<file path="src/qbf_pkg.sv">
// shared widths, constants and control types for the bezier flattener
package qbf_pkg;

	localparam int COORD_W          = 24;
	localparam int CNT_W            = 7;
	localparam int FRAC_W           = 16;
	localparam int U_W              = FRAC_W + 1;
	localparam int W_W              = FRAC_W + 1;
	localparam int P_W              = COORD_W + W_W + 1;
	localparam int S_W              = P_W + 2;
	localparam int DIV_STEPS        = U_W;
	localparam int DIV_CNT_W        = $clog2(DIV_STEPS + 1);
	localparam int MAX_SEGMENTS_DEF = 64;
	localparam int MIN_SEGMENTS     = 2;

	localparam logic [U_W-1:0] ONE_Q16 = U_W'(1) << FRAC_W;

	// one curve as taken from the request channel
	typedef struct packed {
		logic signed [COORD_W-1:0] start_x;
		logic signed [COORD_W-1:0] start_y;
		logic signed [COORD_W-1:0] ctrl_x;
		logic signed [COORD_W-1:0] ctrl_y;
		logic signed [COORD_W-1:0] finish_x;
		logic signed [COORD_W-1:0] finish_y;
		logic        [CNT_W-1:0]   segment_count;
	} qbf_curve_t;

	// controller to datapath
	typedef struct packed {
		logic load;
		logic div_step;
		logic issue;
		logic last;
	} qbf_cmd_t;

	// datapath to controller
	typedef struct packed {
		logic             en;
		logic             busy;
		logic [CNT_W-1:0] n;
	} qbf_sts_t;

endpackage

</file>
<file path="src/qbf_ctrl.sv">
// sequencing state machine: accept, divide, issue points, drain
module qbf_ctrl #(
	parameter int MAX_SEGMENTS = qbf_pkg::MAX_SEGMENTS_DEF
) (
	input  logic              clk,
	input  logic              arst_n,
	input  logic              in_valid,
	output logic              in_ready,
	input  qbf_pkg::qbf_sts_t sts,
	output qbf_pkg::qbf_cmd_t cmd
);
	localparam int NW = $clog2(MAX_SEGMENTS + 1);

	localparam logic [1:0] S_IDLE  = 2'd0;
	localparam logic [1:0] S_DIV   = 2'd1;
	localparam logic [1:0] S_RUN   = 2'd2;
	localparam logic [1:0] S_DRAIN = 2'd3;

	logic [1:0]                      state_q;
	logic [qbf_pkg::DIV_CNT_W-1:0]   div_cnt_q;
	logic [NW-1:0]                   cnt_q;
	logic                            last_pt;

	assign last_pt = (qbf_pkg::CNT_W'(cnt_q) + qbf_pkg::CNT_W'(1)) == sts.n;

	assign in_ready     = state_q == S_IDLE;
	assign cmd.load     = (state_q == S_IDLE) && in_valid;
	assign cmd.div_step = state_q == S_DIV;
	assign cmd.issue    = (state_q == S_RUN) && sts.en;
	assign cmd.last     = last_pt;

	always_ff @(posedge clk or negedge arst_n) begin
		if (!arst_n) begin
			state_q   <= S_IDLE;
			div_cnt_q <= '0;
			cnt_q     <= '0;
		end else begin
			unique case (state_q)
				S_IDLE: begin
					if (in_valid) begin
						state_q   <= S_DIV;
						div_cnt_q <= '0;
					end
				end
				S_DIV: begin
					div_cnt_q <= div_cnt_q + 1'b1;
					if (div_cnt_q == qbf_pkg::DIV_CNT_W'(qbf_pkg::DIV_STEPS - 1)) begin
						state_q <= S_RUN;
						cnt_q   <= '0;
					end
				end
				S_RUN: begin
					if (sts.en) begin
						cnt_q <= cnt_q + 1'b1;
						if (last_pt) begin
							state_q <= S_DRAIN;
						end
					end
				end
				S_DRAIN: begin
					if (!sts.busy) begin
						state_q <= S_IDLE;
					end
				end
				default: state_q <= S_IDLE;
			endcase
		end
	end

	// a new curve never finds points of the previous one in flight
	a_idle_empty: assert property (@(posedge clk) disable iff (!arst_n)
		(state_q == S_IDLE) |-> !sts.busy)
		else $error("pipeline busy while idle");

	a_last_drains: assert property (@(posedge clk) disable iff (!arst_n)
		(cmd.issue && cmd.last) |=> (state_q == S_DRAIN))
		else $error("last point not followed by drain");

	a_div_bound: assert property (@(posedge clk) disable iff (!arst_n)
		(state_q == S_DIV) |-> (div_cnt_q < qbf_pkg::DIV_CNT_W'(qbf_pkg::DIV_STEPS)))
		else $error("divider step count overrun");

	a_cnt_bound: assert property (@(posedge clk) disable iff (!arst_n)
		(state_q == S_RUN) |-> (qbf_pkg::CNT_W'(cnt_q) < sts.n))
		else $error("issued more points than segments");

endmodule

</file>
<file path="config.mk">
export PLATFORM = sky130hd
export DESIGN_NAME = qbf_ctrl
export DESIGN_NICKNAME = d
export VERILOG_FILES = /design/src/qbf_pkg.sv /design/src/qbf_ctrl.sv
export SDC_FILE = /design/constraint.sdc
export NUM_CORES = 1
export LEC_CHECK = 0
export BUFFER_PORTS_ARGS = -buffer_cell sky130_fd_sc_hd__buf_2
export CAP_MARGIN = 20
export CORE_AREA = 4 4 64 66
export CTS_CLUSTER_DIAMETER = 50
export DETAILED_ROUTE_END_ITERATION = 10
export DIE_AREA = 0 0 68 70
export GPL_TIMING_DRIVEN = 0
export SYNTH_ARGS = -nofsm -noshare
export SYNTH_HDL_FRONTEND = slang
export SYNTH_SLANG_ARGS = --single-unit
</file>
<file path="constraint.sdc">
create_clock -name clk -period 1.6 [get_ports clk]
set_input_delay 0.08 -clock clk [delete_from_list [all_inputs] [get_ports clk]]
set_output_delay 0.08 -clock clk [all_outputs]
set_load 0.1 [all_outputs]
</file>
==> summary.md <==
| Metric | Value |
|---|---|
| Crit path largest cell delay | 410 ps |
| Power Density | 1600 mW/mm² |
| Post-Syn Nets | 126 |
| H-tree depth | 1 |
| GR Overflow Total | 0 |
| Post-synth top cells | dfrtp_1, o21ai_0, xnor2_1 |
| Skew-Pair Late Insertion Delay | 290 ps |
| Nets | 164 |
| Post-DP HPWL | 1730 µm |
| HP Class | in -> reg |
| Top cell type's share of synthesized area | 0.347 |
| Post-layout util | 0.434 |
| Max Slew Vio Count | 0 |
| Sw Share | 0.489 |
| Slew HR | 0.690 |
| Fraction of registers with async set/reset | 1.00 |
| Die width | 68 µm |
| Critical path class | reg -> out |
| Inst Count DP | 171 |
| Routing usage on met3 | 0.0354 |
| Initial antenna violation count | 0 |
| Final Skew | 0.661 ps |
| Post-Syn Instances | 107 |
| Sequential power share | 0.216 |
| Multi-input logic area | 802 µm² |
| CTS clk-pin slew, worst paths | 110 ps |
| Num CTS Buffers | 3 |
| Initial DRC Count | 49 |
| Worst Setup End Kind | output pin |
| Final ANT Viol Nets | 0 |
| Final wirelength | 2680 µm |
| Fin crit period | 2010 ps |
| Met1 Usage GRT | 0.140 |
| Register area share after synthesis | 0.347 |
| Vias in the first global route | 922 |
| # DRC | 0 |
| CTS Buffer Depth | 2 |
| Post-route cell area | 0.00155 mm² |
| Switching power | 1.22 mW |
| Clock Power Share | 0.115 |
| Met2 GRT Util | 0.191 |
| First-pass GRT wire length | 4220 µm |
| Placed Area | 0.00122 mm² |
| EDFF count, synth | 0 |
| Leak | 0.659 nW |
| ANT cells | 0 |
| TritonRoute pass-1 iters | 4 |
| Max-cap violations | 0 |
| Layout cells sized above 1 | 0.472 |
| Buffers on Ports | 16 |
| Cell with the most instances after synthesis | dfrtp_1 |
| Tot GR Track Use | 0.114 |
| Fin Setup TNS | -786 ps |
| Largest cells by area after synthesis | dfrtp_1, ha_1, xnor2_1 |
| Fin crit share | 1.26 |
| Worst hold slack | 130 ps |
| #FFs+latches synth | 14 |
| Layout fillers | 372 |
| P_int | 1.27 mW |
| Endpoints failing hold | 0 |
| Worst vdd ir | 0.000522 V |
| RSZ-0062 raised after global routing | true |
| Largest area contributor in the netlist | dfrtp_1 |
| Setup crit start kind | flip-flop |
| CP Buf/Inv Count | 2 |
| Final setup violation count | 6 |
| Slowest CP cell | dfrtp_2 |
| CP Max Fanout | 5 |
| Synth Area per Inst | 9.45 µm² |
| Worst Tran Pin Value | 461 ps |
| Area grow syn2layout | 53.5% |
| Worst Path Required | 1520 ps |
| Top_reg_cell synth | dfrtp_1 |
| Library cells used by synthesis | 34 |
| Total core area | 0.00358 mm² |
| Failing checks | negative setup slack |
| Reg area | 358 µm² |
| Synthesized cell area | 0.00101 mm² |
| Layer with the highest usage | met2 |
| Drt via density | 4.94 |
| Via Count | 948 |
| Clk sinks | 14 |
| Root buf cell | clkbuf_4 |
| FMAX | 497 MHz |
| Status | finished with violations |
| Die Area | 0.00476 mm² |
| Post-Layout Cell Count | 192 |
| Top Ports | 17 |
| Post-route worst setup slack | -414 ps |
| Total power | 2.49 mW |
| Initial Util | 0.283 |
| CTS tree | done |
| Comb power frac | 0.669 |
| CP top delay family | simple AND/OR/NAND/NOR gates |
| GPL Wtd Cong | 0.761 |
| WP data arrival | 1930 ps |
| Largest net degree at the start of global routing | 15 |
| Pre-CTS WS | -494 ps |
| Die extent in y | 70 µm |
| Row count | 22 |
| CP cell instances | ha_4, nand3_4, xor2_4, xnor2_2, nor4_4, buf_6, buf_12 |
| Warnings from Yosys | 0 |
| Drt wl/cell | 14.0 µm |
==> power groups by stage <==
stage / logic [mW] / clock network, mW / registers [mW]
detailed placement: 1.27 / 0 / 0.568
CTS: 1.60 / 0.292 / 0.536
finish: 1.67 / 0.287 / 0.537
global route: 1.79 / 0.307 / 0.547
global placement: 1.24 / 0 / 0.561
floorplan: 1.08 / 0 / 0.542
==> what timing repair did <==
item                                   in CTS  in global routing
pin swaps                                  10                  7
setup endpoints to repair                  12                 10
cloned                                      0                  0
gates resized for setup                    29                 13
setup buffers                              11                  7
hold buffers                                1                  0
endpoints found under the hold margin      14                  0
==> final timing paths <==
check | start | endpoint | slack [ps] | cells after the start
worst max-delay path | cnt_q[0]$_DFFE_PN0P_ | cmd[0] | -410 | 7
max in group asynchronous | arst_n | cnt_q[2]$_DFFE_PN0P_ | 1120 | 2
worst min register to register | cnt_q[6]$_DFFE_PN0P_ | cnt_q[6]$_DFFE_PN0P_ | 510 | 1
worst min-delay path | in_valid | div_cnt_q[4]$_DFFE_PN0P_ | 130 | 4
min in group asynchronous | arst_n | div_cnt_q[3]$_DFFE_PN0P_ | 210 | 2
worst max register to register | cnt_q[0]$_DFFE_PN0P_ | state_q[1]$_DFFE_PN0P_ | -220 | 6
==> state kept, by name (all words and copies together) (netlist names) <==
| signal | flops |
|---|---|
| state_q | 2 |
| div_cnt_q | 5 |
| cnt_q | 7 |
==> layout by cell type (no fill, tap or decap), drive strengths merged, types with 2 or more instances in the layout <==
cell | Yosys | final
nor2b | 3 | 3
o21ai | 13 | 13
buf | 1 | 32
dfrtp | 14 | 14
and3 | 3 | 3
a32o | 2 | 2
o31ai | 4 | 4
xnor2 | 8 | 8
xor2 | 4 | 4
clkbuf | 0 | 5
nand2 | 7 | 7
nand2b | 4 | 4
nor2 | 5 | 5
ha | 7 | 7
and2 | 2 | 2
inv | 6 | 6
nand3 | 7 | 7
nand4 | 2 | 2
a22o | 2 | 2
==> cell type report <==
class,count,share of cell area
Sequential cell,14,0.231
Multi-Input combinational cell,86,0.517
Clock buffer,4,0.0234
Inverter,6,0.0161
Buffer,1,0.00726
Tap cell,48,0.0387
Timing Repair Buffer,33,0.167
==> worst register-to-register path: cells and delay by family, from the launching register on <==
kind | cells | cell delay (ps)
adder cells (fa/ha/maj) | 1 | 270
AND/OR/NAND/NOR | 3 | 730
flip-flops | 1 | 440
XOR/XNOR | 1 | 110
buffers and inverters | 1 | 210
==> kinds of logic after synthesis <==
group,Yosys count,synth area share
simple gates,38,0.215
compound gates,27,0.184
flops,14,0.347
xor+xnor,13,0.127
buf+inv,7,0.0297
fa+ha+maj,7,0.0866
mux,1,0.00990
==> per-layer routing <==
layer	wire length, µm	share of wire
met5	0	0
met4	18	0.0067
met3	99	0.037
met2	1370	0.51
met1	1200	0.45
(Power assumes the default switching activity.)
